## config.mk

```make
export PLATFORM = sky130hd
export DESIGN_NAME = rsnh_ram
export DESIGN_NICKNAME = d
export VERILOG_FILES = /design/src/rsnh_ram.sv
export SDC_FILE = /design/constraint.sdc
export NUM_CORES = 1
export LEC_CHECK = 0
export BUFFER_PORTS_ARGS = -buffer_cell sky130_fd_sc_hd__buf_2
export CAP_MARGIN = 0
export CORE_MARGIN = 2
export CORE_UTILIZATION = 30
export CTS_BUF_LIST = sky130_fd_sc_hd__clkbuf_4
export DETAILED_ROUTE_END_ITERATION = 16
export PLACE_DENSITY = 0.44
export SLEW_MARGIN = 20
export SYNTH_ARGS = -nofsm -noshare
export SYNTH_HDL_FRONTEND = slang
export SYNTH_SLANG_ARGS = --single-unit
```

## constraint.sdc

```tcl
create_clock -name clk -period 2.2 [get_ports clk]
set_input_delay 0.22 -clock clk [delete_from_list [all_inputs] [get_ports clk]]
set_output_delay 0.22 -clock clk [all_outputs]
set_load 0.05 [all_outputs]
```

## src/rsnh_ram.sv

```systemverilog
module rsnh_ram #(
  parameter int WIDTH = 8,
  parameter int DEPTH = 16,
  localparam int AW = (DEPTH > 1) ? $clog2(DEPTH) : 1
) (
  input  logic             clk,
  input  logic             we,
  input  logic [AW-1:0]    waddr,
  input  logic [WIDTH-1:0] wdata,
  input  logic [AW-1:0]    raddr,
  output logic [WIDTH-1:0] rdata
);

  logic [WIDTH-1:0] mem [DEPTH];

  always_ff @(posedge clk) begin
    if (we) begin
      mem[waddr] <= wdata;
    end
    rdata <= mem[raddr];
  end

endmodule

```

Word level (Yosys, flattened, before mapping)
Memory sizes are Yosys's and may differ from the RTL's. A register that Yosys moved wholly into a read port is not among the register bits.
Cells that the tools add are included.

operators by class
  $add $sub $neg = 0
  multiply operators = 0
  divide/modulo/power cells = 0
  order comparisons = 0
  eq/ne operators = 0
  shift operators = 0
  mux-type cells = 2
  bitwise logic cells = 0
  reduce and logical (&&, ||, !) cells = 0

operator list
  kind    count
  $mux 1  2

storage, ports and cells
  register bits = 0
  latch bits = 0
  bits in writable memories = 128
  ROM bits = 0
  input bits = 18
  output and inout bits = 8
  memories kept = 1

memories
  memory  depth  width  read ports  clocked after memory_dff  wr ports  RTL line  source
  mem     16     8      1           1                         1         14        logic [WIDTH-1:0] mem [DEPTH];

Logic depth before layout (Yosys ltp)
  depth after elaboration = 2
  gate-level depth with buffers = 5
  mapped depth without buffers = 3

Worst setup path before layout
No wires, ideal clock.

  path kind = input to register
  start = input waddr[2]
  end = memory mem[0][0], enable pin
  setup time = 0.383 ns
  arrival = 1.330 ns
  data required time = 1.817 ns
  setup slack = 0.487 ns
  stages on the path = 2
  buffers on the path = 0
  cell sequence = or3b_2 -> nor3_1

RTL lines
  what         RTL line  source
  from (decl)  8         input logic [AW-1:0] waddr,
  to (decl)    14

No word-level cell before the write port.

Worst setup path in the final report
  start = register rdata[3] (read register of mem)
  end = output rdata[3]

RTL lines
  what         RTL line  source
  from (decl)  11        output logic [WIDTH-1:0] rdata

No word-level cell between the ends.

==> impl_metrics.ini <==
[outcome]
status = finished, final reports clean

[grt]
grt_max_degree = 33
antenna_found_initial = 1
grt-ovfl-total = 0
grt_pass1_vias = 2536
grt_util_all_layers_pct = 13.3
grt_pass1_wl_mm = 16.6

[timing]
slew_headroom_pct = 46.2
period_needed_ns = 1.41
rsz0062_at_grt = false
setup_viol = 0
fin_tns_setup_ns = 0
slew_viol_final = 0
clock_skew_ns = 0.0147
setup_ws_ns = 0.785
fmax_mhz = 707
finalHoldViolCount = 0
post-route-period-util_pct = 64.3
worstMarginPinSlew_ns = 0.804

[pwr]
p_per_area_nw_per_um2 = 774
sw_frac_of_total_pct = 23.0
p_total_mw = 4.52
pwr-share-clk_pct = 28.3
internal-power_mw = 3.48
pwr-share-comb_pct = 7.4
leakagePower_nw = 1.93
seqPwrFrac_pct = 64.4
p_switching_mw = 1.04
vdd_drop_max_v = 0.000237

[cells_and_area]
mostFrequentLayoutCell = edfxtp_1
final_nets = 301
fill_cells = 1599
drive_above_1_share_pct = 30.2
layout_common_cells = edfxtp_1 (128), buf_2 (25), clkbuf_4 (22)
instances_no_fill = 516
syn_to_final_growth_pct = 13.5

[logic_synthesis]
async_reset_ff_share_pct = 0
syn-num-nets = 247
yosysUniqueCellTypes = 19
synth_top_area_share_pct = 74.7
avgSynthCellArea_um2 = 22.5
synth_seq_area_share_pct = 77.8
ys.warnings.count = 0
netlist_instances = 229
ys_ff_latch = 136
ys_top_cells_by_area = edfxtp_1 (75%), mux4_2 (7.9%), mux4_1 (7.1%)
synth_top_flop_cell = edfxtp_1
synth_edf_count = 128
syn_area_um2 = 5150
synth_top_area_cell = edfxtp_1

[critical_path]
slowest_stage = dfxtp_1
path_buf_inv = 1
critPathMaxStageDelay_ns = 0.40
cp.required_ns = 1.98
path_max_fanout = 1
cp_cell_sequence = buf_2
crit_family = flip-flops
end_kind = output port
startpoint_type = register
rrSetupSlack_ns = 0.80
crit_type = reg2out
arrival_ns = 1.19

[drt]
wirelength_mm = 11.1
initialDrtViolationCount = 210
routedWlPerCell_um = 21.6
drt_first_pass_iters = 5
via_per_inst = 4.70
drc = 0
ant_nets = 0
via_count = 2425

[clock_tree]
ctsHoldBuffers = 0
clkSlewWorstSetupHoldPaths_ns = 0.12
clock_path_buffers = 2
cts_made_buffers = 17
cts_root_buf = clkbuf_4
cts_resized = 0
cts_tree = built
clock_sinks = 136
insertion_delay_ns = 0.52
cts_max_level = 4
post_cts_buffers = 0

[placed_design]
place_inst = 484
hpwl_mm = 7.15
place_congestion = 0.698
post-place-ws_ns = 0.440
portBuffers = 25

[floorplan]
core_um2 = 16700
initial_utilization_pct = 30.8
fp.dieW_um = 135
placementRows = 47
fp.dieArea_um2 = 18200
ios = 26
die_h_um = 135

[worst_hold_path]
hold_path.class = in2reg

[job]
max_cap_viol_count = 0
## worst register-to-register path, stage by stage (launching register included)
cell and delay, ns:
edfxtp_1 0.39, mux4_1 0.51, a22oi_1 0.28, nand2_1 0.10
## metrics by stage
stage	instance area (um2)	hold WS (ns)	utilization [%]
after floorplan	5150	0.319	-
after global placement	5640	0.623	33.8
after detailed placement	5640	0.627	33.8
after CTS	5840	0.0184	35.0
after global routing	5840	0.0252	35.0
final	5840	0.0808	35.0
## layout make-up
type                            count  area, um2  share of cell area [%]
Sequential cell                   136       4000                    68.5
Tap cell                          220        275                    4.71
Clock buffer                       22        165                    2.83
Clock inverter                      9       37.5                   0.643
Antenna cell                        1       2.50                  0.0428
Timing Repair Buffer               45        300                    5.14
Multi-Input combinational cell     83       1060                    18.1
## Yosys cell counts (2+ instances only)
cell type,n
edfxtp_1,128
mux4_2,18
buf_6,3
nand2b_1,2
nand3b_1,2
nor3_1,4
a22oi_1,16
buf_2,3
nand2_1,9
mux4_1,14
nor2_1,13
clkdlybuf4s25_2,3
dfxtp_1,8
## worst paths after layout
kind         startpoint   endpoint  depth (start not counted)
max            rdata[3]   rdata[3]                          1
min            wdata[7]  mem[4][7]                          1
max reg2reg   mem[0][0]   rdata[0]                          3
min reg2reg  mem[12][6]   rdata[6]                          3
## power by group through the flow
stage | logic [mW] | clock network [mW] | registers (mW)
2_1_floorplan | 0.147 | 0 | 3.02
3_3_place_gp | 0.336 | 0 | 2.97
3_5_place_dp | 0.341 | 0 | 2.97
4_1_cts | 0.341 | 1.34 | 2.91
5_1_grt | 0.359 | 1.45 | 2.92
6_report | 0.334 | 1.28 | 2.91
## state kept, by name (all words and copies together) (netlist names)
signal  count
rdata       8
mem       128
## layer usage
| metal | wire length [um] | GRT usage, % | vias to the layer above | share of wire, % |
|---|---|---|---|---|
| met2 | 5050 | 19.1 | 47 | 45 |
| li1 | - | - | 1081 | - |
| met3 | 326 | 3.42 | 9 | 2.9 |
| met5 | 0 | 0 | - | 0 |
| met4 | 123 | 5.56 | 0 | 1.1 |
| met1 | 5630 | 19.3 | 1288 | 51 |
## cell families (layout without fill, tap and decap cells)
group           count (synthesis)  count (layout)  share of synthesized area (%)
compound gates                 16              16                           2.33
buf+inv                        10              76                           1.68
flops                         136             136                           77.8
mux                            32              32                           15.0
other cells                     0               1                              0
simple gates                   35              35                           3.18
Power figures use the tool's default switching activity.
