[config.mk]
export PLATFORM = sky130hd
export DESIGN_NAME = rsnh_ctrl
export DESIGN_NICKNAME = d
export VERILOG_FILES = /design/src/rsnh_pkg.sv /design/src/rsnh_ctrl.sv
export SDC_FILE = /design/constraint.sdc
export NUM_CORES = 1
export LEC_CHECK = 0
export BUFFER_PORTS_ARGS = -buffer_cell sky130_fd_sc_hd__buf_2
export CORE_MARGIN = 10
export CORE_UTILIZATION = 40
export DETAILED_ROUTE_END_ITERATION = 10
export PLACE_DENSITY = 0.72
export SETUP_SLACK_MARGIN = 0.02
export SYNTH_ARGS = -nofsm -noshare
export SYNTH_HDL_FRONTEND = slang
export SYNTH_SLANG_ARGS = --single-unit
export TNS_END_PERCENT = 20
[constraint.sdc]
create_clock -name clk -period 2.16 [get_ports clk]
set_clock_uncertainty 0.15 [all_clocks]
set_input_delay 0.432 -clock clk [delete_from_list [all_inputs] [get_ports clk]]
set_output_delay 0.432 -clock clk [all_outputs]
set_load 0.02 [all_outputs]
[src/rsnh_pkg.sv]
package rsnh_pkg;

  localparam int MAX_SPHERES_DEF = 16;
  localparam int FRAC_BITS_DEF   = 16;

  localparam int SLOT_W    = 4;
  localparam int COORD_W   = 32;
  localparam int RAD_W     = 31;
  localparam int CNT_W     = 5;
  localparam int CFG_IDX_W = 2;
  localparam int CFG_W     = 32;
  localparam int SPH_W     = 3 * COORD_W + RAD_W;
  localparam int IN_DATA_W  = 328;
  localparam int OUT_DATA_W = 40;

  localparam logic signed [31:0] T_LOWER_RST = 32'sd66;
  localparam logic signed [31:0] T_MAX       = 32'sh7fffffff;
  localparam logic signed [31:0] T_MIN       = 32'sh80000000;

  typedef enum logic [CFG_IDX_W-1:0] {
    CFG_SPHERE_COUNT = 2'd0,
    CFG_T_LOWER      = 2'd1,
    CFG_T_UPPER      = 2'd2
  } cfg_reg_t;

  typedef enum logic [3:0] {
    MS_NONE, MS_DD0, MS_DD1, MS_DD2, MS_SD0, MS_SD1, MS_SD2,
    MS_SS0, MS_SS1, MS_SS2, MS_RR, MS_BB, MS_AC
  } mul_sel_t;

  typedef enum logic [3:0] {
    ST_IDLE, ST_RAY, ST_RD, ST_LD, ST_MUL, ST_CHK, ST_SQRT,
    ST_DIV, ST_TEST, ST_NEXT, ST_OUT
  } state_t;

  typedef struct packed {
    logic     load_ray;
    logic     load_sph;
    mul_sel_t mul_sel;
    logic     latch_abc;
    logic     sqrt_start;
    logic     div_start;
    logic     div_far;
    logic     take_t;
  } dp_cmd_t;

  typedef struct packed {
    logic disc_pos;
    logic sqrt_done;
    logic div_done;
    logic t_ok;
  } dp_stat_t;

endpackage

[src/rsnh_ctrl.sv]
module rsnh_ctrl import rsnh_pkg::*; #(
  parameter int MAX_SPHERES = MAX_SPHERES_DEF,
  localparam int NW = $clog2(MAX_SPHERES + 1),
  localparam int AW = (MAX_SPHERES > 1) ? $clog2(MAX_SPHERES) : 1
) (
  input  logic             clk,
  input  logic             rst,
  input  logic             ray_start,
  input  logic [CNT_W-1:0] sphere_count,
  input  logic             out_free,
  input  dp_stat_t         stat,
  output dp_cmd_t          cmd,
  output logic             in_ready,
  output logic             out_load,
  output logic [AW-1:0]    rd_addr,
  output logic [NW-1:0]    cur_slot
);

  localparam int CW = (NW > CNT_W) ? NW : CNT_W;

  state_t        state, state_next;
  logic [3:0]    step;
  logic [NW-1:0] idx;
  logic          far;
  logic [NW-1:0] n_test;
  logic          last;

  assign n_test = (CW'(sphere_count) > CW'(MAX_SPHERES)) ? NW'(MAX_SPHERES)
                                                         : NW'(sphere_count);
  assign last     = (CW'(idx) + CW'(1)) >= CW'(n_test);
  assign rd_addr  = AW'(idx);
  assign cur_slot = idx;

  always_comb begin
    state_next = state;
    case (state)
      ST_IDLE: if (ray_start) state_next = ST_RAY;
      ST_RAY:  if (step == 4'd3) state_next = (n_test == '0) ? ST_OUT : ST_RD;
      ST_RD:   state_next = ST_LD;
      ST_LD:   state_next = ST_MUL;
      ST_MUL:  if (step == 4'd11) state_next = ST_CHK;
      ST_CHK:  state_next = stat.disc_pos ? ST_SQRT : ST_NEXT;
      ST_SQRT: if (stat.sqrt_done) state_next = ST_DIV;
      ST_DIV:  if (stat.div_done) state_next = ST_TEST;
      ST_TEST: state_next = (stat.t_ok || far) ? ST_NEXT : ST_DIV;
      ST_NEXT: state_next = last ? ST_OUT : ST_RD;
      ST_OUT:  if (out_free) state_next = ST_IDLE;
      default: state_next = ST_IDLE;
    endcase
  end

  always_comb begin
    cmd      = '0;
    cmd.mul_sel = MS_NONE;
    in_ready = 1'b0;
    out_load = 1'b0;
    case (state)
      ST_IDLE: begin
        in_ready     = 1'b1;
        cmd.load_ray = ray_start;
      end
      ST_RAY: begin
        case (step)
          4'd0:    cmd.mul_sel = MS_DD0;
          4'd1:    cmd.mul_sel = MS_DD1;
          4'd2:    cmd.mul_sel = MS_DD2;
          default: cmd.mul_sel = MS_NONE;
        endcase
      end
      ST_LD: cmd.load_sph = 1'b1;
      ST_MUL: begin
        case (step)
          4'd0:    cmd.mul_sel = MS_SD0;
          4'd1:    cmd.mul_sel = MS_SD1;
          4'd2:    cmd.mul_sel = MS_SD2;
          4'd3:    cmd.mul_sel = MS_SS0;
          4'd4:    cmd.mul_sel = MS_SS1;
          4'd5:    cmd.mul_sel = MS_SS2;
          4'd6:    cmd.mul_sel = MS_RR;
          4'd8:    cmd.latch_abc = 1'b1;
          4'd9:    cmd.mul_sel = MS_BB;
          4'd10:   cmd.mul_sel = MS_AC;
          default: cmd.mul_sel = MS_NONE;
        endcase
      end
      ST_CHK:  cmd.sqrt_start = stat.disc_pos;
      ST_SQRT: cmd.div_start = stat.sqrt_done;
      ST_TEST: begin
        cmd.take_t    = stat.t_ok;
        cmd.div_start = !stat.t_ok && !far;
        cmd.div_far   = 1'b1;
      end
      ST_OUT:  out_load = out_free;
      default: cmd.mul_sel = MS_NONE;
    endcase
  end

  always_ff @(posedge clk) begin
    if (rst) begin
      state <= ST_IDLE;
      step  <= '0;
      idx   <= '0;
      far   <= 1'b0;
    end else begin
      state <= state_next;
      step  <= (state_next != state) ? 4'd0 : step + 4'd1;
      if (cmd.load_ray) idx <= '0;
      else if (state == ST_NEXT) idx <= idx + NW'(1);
      if (state == ST_CHK) far <= 1'b0;
      else if (state == ST_TEST && cmd.div_start) far <= 1'b1;
    end
  end

endmodule

# Word level (Yosys, flattened, before mapping)
# Cells that the tools add are included.
[word_totals]
ramBits = 0
rom_bits = 0
latch_bits = 0
n_memories = 0
output_inout_bits = 22
regBits = 14
input_bits = 13
word_cells = 64
[op_classes]
addsub = 2
order_cmp = 2
div = 0
n_reduce_logical = 11
n_bitwise = 0
multipliers = 0
eq_ne = 21
shifts = 0
muxes = 24
[op_table]
columns = ["op", "n"]
rows = [
  ["$pmux 4 s11", 1],
  ["$mux 4", 10],
  ["$pmux 4 s9", 1],
  ["$eq 4x3->1 const B", 7],
  ["$eq 4x4->1 const B", 7],
  ["$eq 4x2->1 const B", 4],
  ["$eq 4x1->1 const B", 2],
  ["$logic_not 4->1", 2],
  ["$pmux 4 s2", 1],
  ["$mux 1", 7],
  ["$pmux 2 s3", 1],
  ["$reduce_or 2->1", 3],
  ["$add 5x1->5 const B", 1],
  ["$ge 5x5->1", 1],
  ["$gt 5x5->1 const B", 1],
  ["$logic_not 5->1", 1],
  ["$mux 5", 1],
  ["$add 4x1->4 const B", 1],
  ["$ne 4x4->1", 1],
  ["$logic_and 1x1->1", 2],
  ["$logic_not 1->1", 2],
  ["$mux 2", 1],
  ["$pmux 1 s2", 1],
  ["$logic_or 1x1->1", 1],
]

# Depth between registers and ports, before layout
[logic_depth]
ltp_word = 8
mapped_depth = 8
ltp_nobuf = 8

# Worst setup path before layout
# Ideal clock, no wire load.
[synth_timing]
kind = "flip-flop to output port"
from = "register step[0]"
to = "output cmd[7] (netlist bit)"
slack_ps = -2
stages_incl_launch_ff = 8
required_ps = 1578
arrival_ps = 1580
path_buffers = 0
cell_sequence = "dfxtp_1 > inv_1 > ha_1 > nor2_1 > a21boi_0 > o22ai_1 > nand3_1 > nor3_1"
[synth_lines]
columns = ["element", "line_no", "source"]
rows = [
  ["start: declaration", "rsnh_ctrl.sv:22", "logic [3:0] step;"],
  ["start signal: assignment", "rsnh_ctrl.sv:106", "step <= (state_next != state) ? 4'd0 : step + 4'd1;"],
  ["end: declaration", "rsnh_ctrl.sv:12", "output dp_cmd_t cmd,"],
]

==> results.yml <==
outcome:
  violations: "negative setup slack"
  status: "complete, but fails checks"
yosys:
  synth_cell_types: 48
  synth-edff-count: 0
  postSynthAreaPerCell_um2: 7.70
  synthTopCellsByArea: "dfxtp_1, ha_1, nor2_1"
  synth_top_area_frac: 0.221
  yosysWarnings: 0
  netlist_area_mm2: 0.00127
  syn_inst: 165
  synth_top_area_cell: "dfxtp_1"
  synth_ff_type: "dfxtp_1"
  synth_nets: 188
  yosysSeqAreaShare: 0.221
  synth_seq_cells: 14
  async_flop_share: 0
cells_and_area:
  syn2layout_area_growth_pct: 29.8
  drive_above_1_share: 0.384
  final_cells: 247
  postLayoutCoreUtil: 0.540
  final_area_mm2: 0.00165
  nets: 228
  diodes: 0
routing:
  postRouteAntennaNets: 0
  first_iter_violations: 28
  wire_per_inst_um: 13.7
  vias: 1302
  viasPerCell: 5.27
  drcViolationCount: 0
  first_pass_iters: 4
  routed_wl_um: 3380
power:
  p_switching_w: 0.000212
  switching_share: 0.327
  sequentialPowerShare: 0.439
  p_int_w: 0.000434
  p_leak_nw: 0.709
  fin_total_pwr_w: 0.000646
  power_frac_comb: 0.329
  clkPwrFrac: 0.232
  powerDensity_mw_per_mm2: 392
  worst_ir_drop_vdd_v: 0.000267
clock_tree:
  clk_latency_ns: 0.28
  cts-root-buf: "clkbuf_4"
  cts_hold_buf: 0
  htree_levels: 1
  tritoncts: "done"
  cts_buffers: 3
  cts_num_sinks: 14
  clkSlewWorstSetupHoldPaths_ns: 0.09
  clock_path_buffers: 2
place:
  placed_cells_incl_taps: 240
  place_congestion: 0.877
  dpl_cell_area_mm2: 0.00149
  place_ws_ns: 0.0440
  portBuffers: 34
  dpl.hpwl_um: 2610
sta:
  hold_violations: 0
  post-route-min-period_ns: 2.28
  setup_ws_ns: -0.117
  drv_slew: 0
  tightest_slew_ns: 0.450
  slew-limit-headroom: 0.699
  rsz0062_at_grt: "yes"
  setup-violations-final: 4
  max_freq_mhz: 439
  timing.final.crit_share: 1.05
job:
  max_cap_violations: 0
setup_path:
  r2r_cells: 5
  r2r_setup_slack_ns: 0.13
  crit_arrival_ns: 1.69
  crit_fanout: 5
  cp-start-kind: "flip-flop"
  r2r-end: "step[1]"
  rr_startpoint: "state[0]"
  crit_type: "flip-flop to output pin"
  max_stage_delay_ns: 0.40
  critical_path.startpoint: "step[0]"
  worstPathCellList: "inv_4 -> ha_2 -> or3_1 -> a21oi_2 -> nor3_2 -> buf_4"
  critPathCaptureType: "output pin"
  cp.required_ns: 1.58
  endpoint: "cmd[7]"
  slowest_stage: "dfxtp_4"
floorplanning:
  fp.dieW_um: 76.3
  initial_core_util: 0.416
  die_h_um: 76.3
  rows: 20
  io-pin-count: 35
  fp.coreArea_mm2: 0.00305
  die-area_mm2: 0.00583
global_route:
  overflow: 0
  grt_pass1_vias: 1338
  grt_antenna_before_repair: 0
  gr-usage-all-layers: 0.122
  grt_pass1_wl_um: 6120
  grt_max_degree: 14
worst_hold_path:
  hold_class: "input pin to flip-flop"
## cells in the final DEF (no fill, tap or decap), types with 2 or more instances in the layout
cell type,instances
o22ai_1,5
nor4_2,2
a211oi_1,4
nor2b_2,2
and2_1,2
nand2b_1,5
nand3_1,8
nor3_2,2
dfxtp_1,9
nor2_1,21
or3_1,3
ha_4,3
nand2_1,12
xor2_1,4
o21ai_0,4
nor4_1,4
ha_1,6
dfxtp_4,3
a31oi_1,2
clkbuf_4,3
nor2_2,2
inv_1,6
inv_4,2
a21oi_1,6
dfxtp_2,2
xnor2_1,5
buf_2,29
buf_4,18
## metal layers
layer  GRT usage  share of wire
met1       0.139           0.44
met2       0.207           0.49
met3      0.0436          0.060
met4      0.0335          0.012
met5           0              0
## area by class of cell
| cell class | count | area (µm²) |
|---|---|---|
| Inverter | 9 | 38.8 |
| Fill cell | 307 | 1410 |
| Timing Repair Buffer | 47 | 280 |
| Multi-Input combinational cell | 130 | 957 |
| Clock buffer | 3 | 22.5 |
| Sequential cell | 14 | 294 |
| Tap cell | 44 | 55.1 |
## Yosys cell counts (all sizes together) (3+ instances only)
cell type and instances:
nand3 8, buf 10, xnor2 6, xor2 4, nand2b 5, nor4 6, nor2 23, o22ai 6
a21oi 7, or3 3, inv 9, nor2b 3, o21ai 4, dfxtp 14, nor3 3, a211oi 4
ha 10, nand2 12
## metrics by stage
stage          hold slack [ns]  TNS, ns
6_report                 0.298   -0.340
5_1_grt                  0.317    -1.13
4_1_cts                  0.285   -0.341
3_5_place_dp             0.359        0
3_3_place_gp             0.352        0
2_1_floorplan            0.328        0
## flip-flops by register name, summed over array words and instances (netlist names)
| register | flops |
|---|---|
| far | 1 |
| cur_slot | 5 |
| state | 4 |
| step | 4 |
## cell families after synthesis
family,synth area share
AND/OR/NAND/NOR,0.330
AO/OA/AOI/OAI,0.182
buffers and inverters,0.0857
flip-flops,0.221
XOR/XNOR,0.0749
adder cells (fa/ha/maj),0.0985
multiplexers,0.00788
## worst max-delay path, delay by kind of cell, from the launching register on
family / cells / cell delay (ns)
AOI/OAI and AO/OA: 1 / 0.16
adders and majority gates: 1 / 0.20
buffers and inverters: 2 / 0.22
DFF: 1 / 0.40
and+or+nand+nor: 2 / 0.44
## power by group through the flow
stage,Clock (W),Combinational [W],Sequential [W]
after floorplan,0,0.000126,0.000278
after global routing,0.000175,0.000235,0.000286
after detailed placement,0,0.000178,0.000282
after global placement,0,0.000177,0.000281
after CTS,0.000158,0.000208,0.000284
final,0.000150,0.000213,0.000283
## worst min path at each step
stage | cells past startpoint | slack (ns) | end | startpoint
2_1_floorplan | 1 | 0.33 | step[0] | step[0]
3_5_place_dp | 1 | 0.36 | step[0] | step[0]
5_1_grt | 2 | 0.32 | step[1] | rst
3_3_place_gp | 1 | 0.35 | step[0] | step[0]
6_report | 2 | 0.30 | state[3] | rst
4_1_cts | 2 | 0.29 | state[3] | rst
## repair_timing
action                                  4_1_cts  5_1_grt
pin swaps                                     6        1
endpoints found under the setup margin        8        9
setup buffers                                 4        0
resized for setup                            28        6
hold endpoints to repair                      0        0
Note: power is estimated with default switching activity, not from simulation.
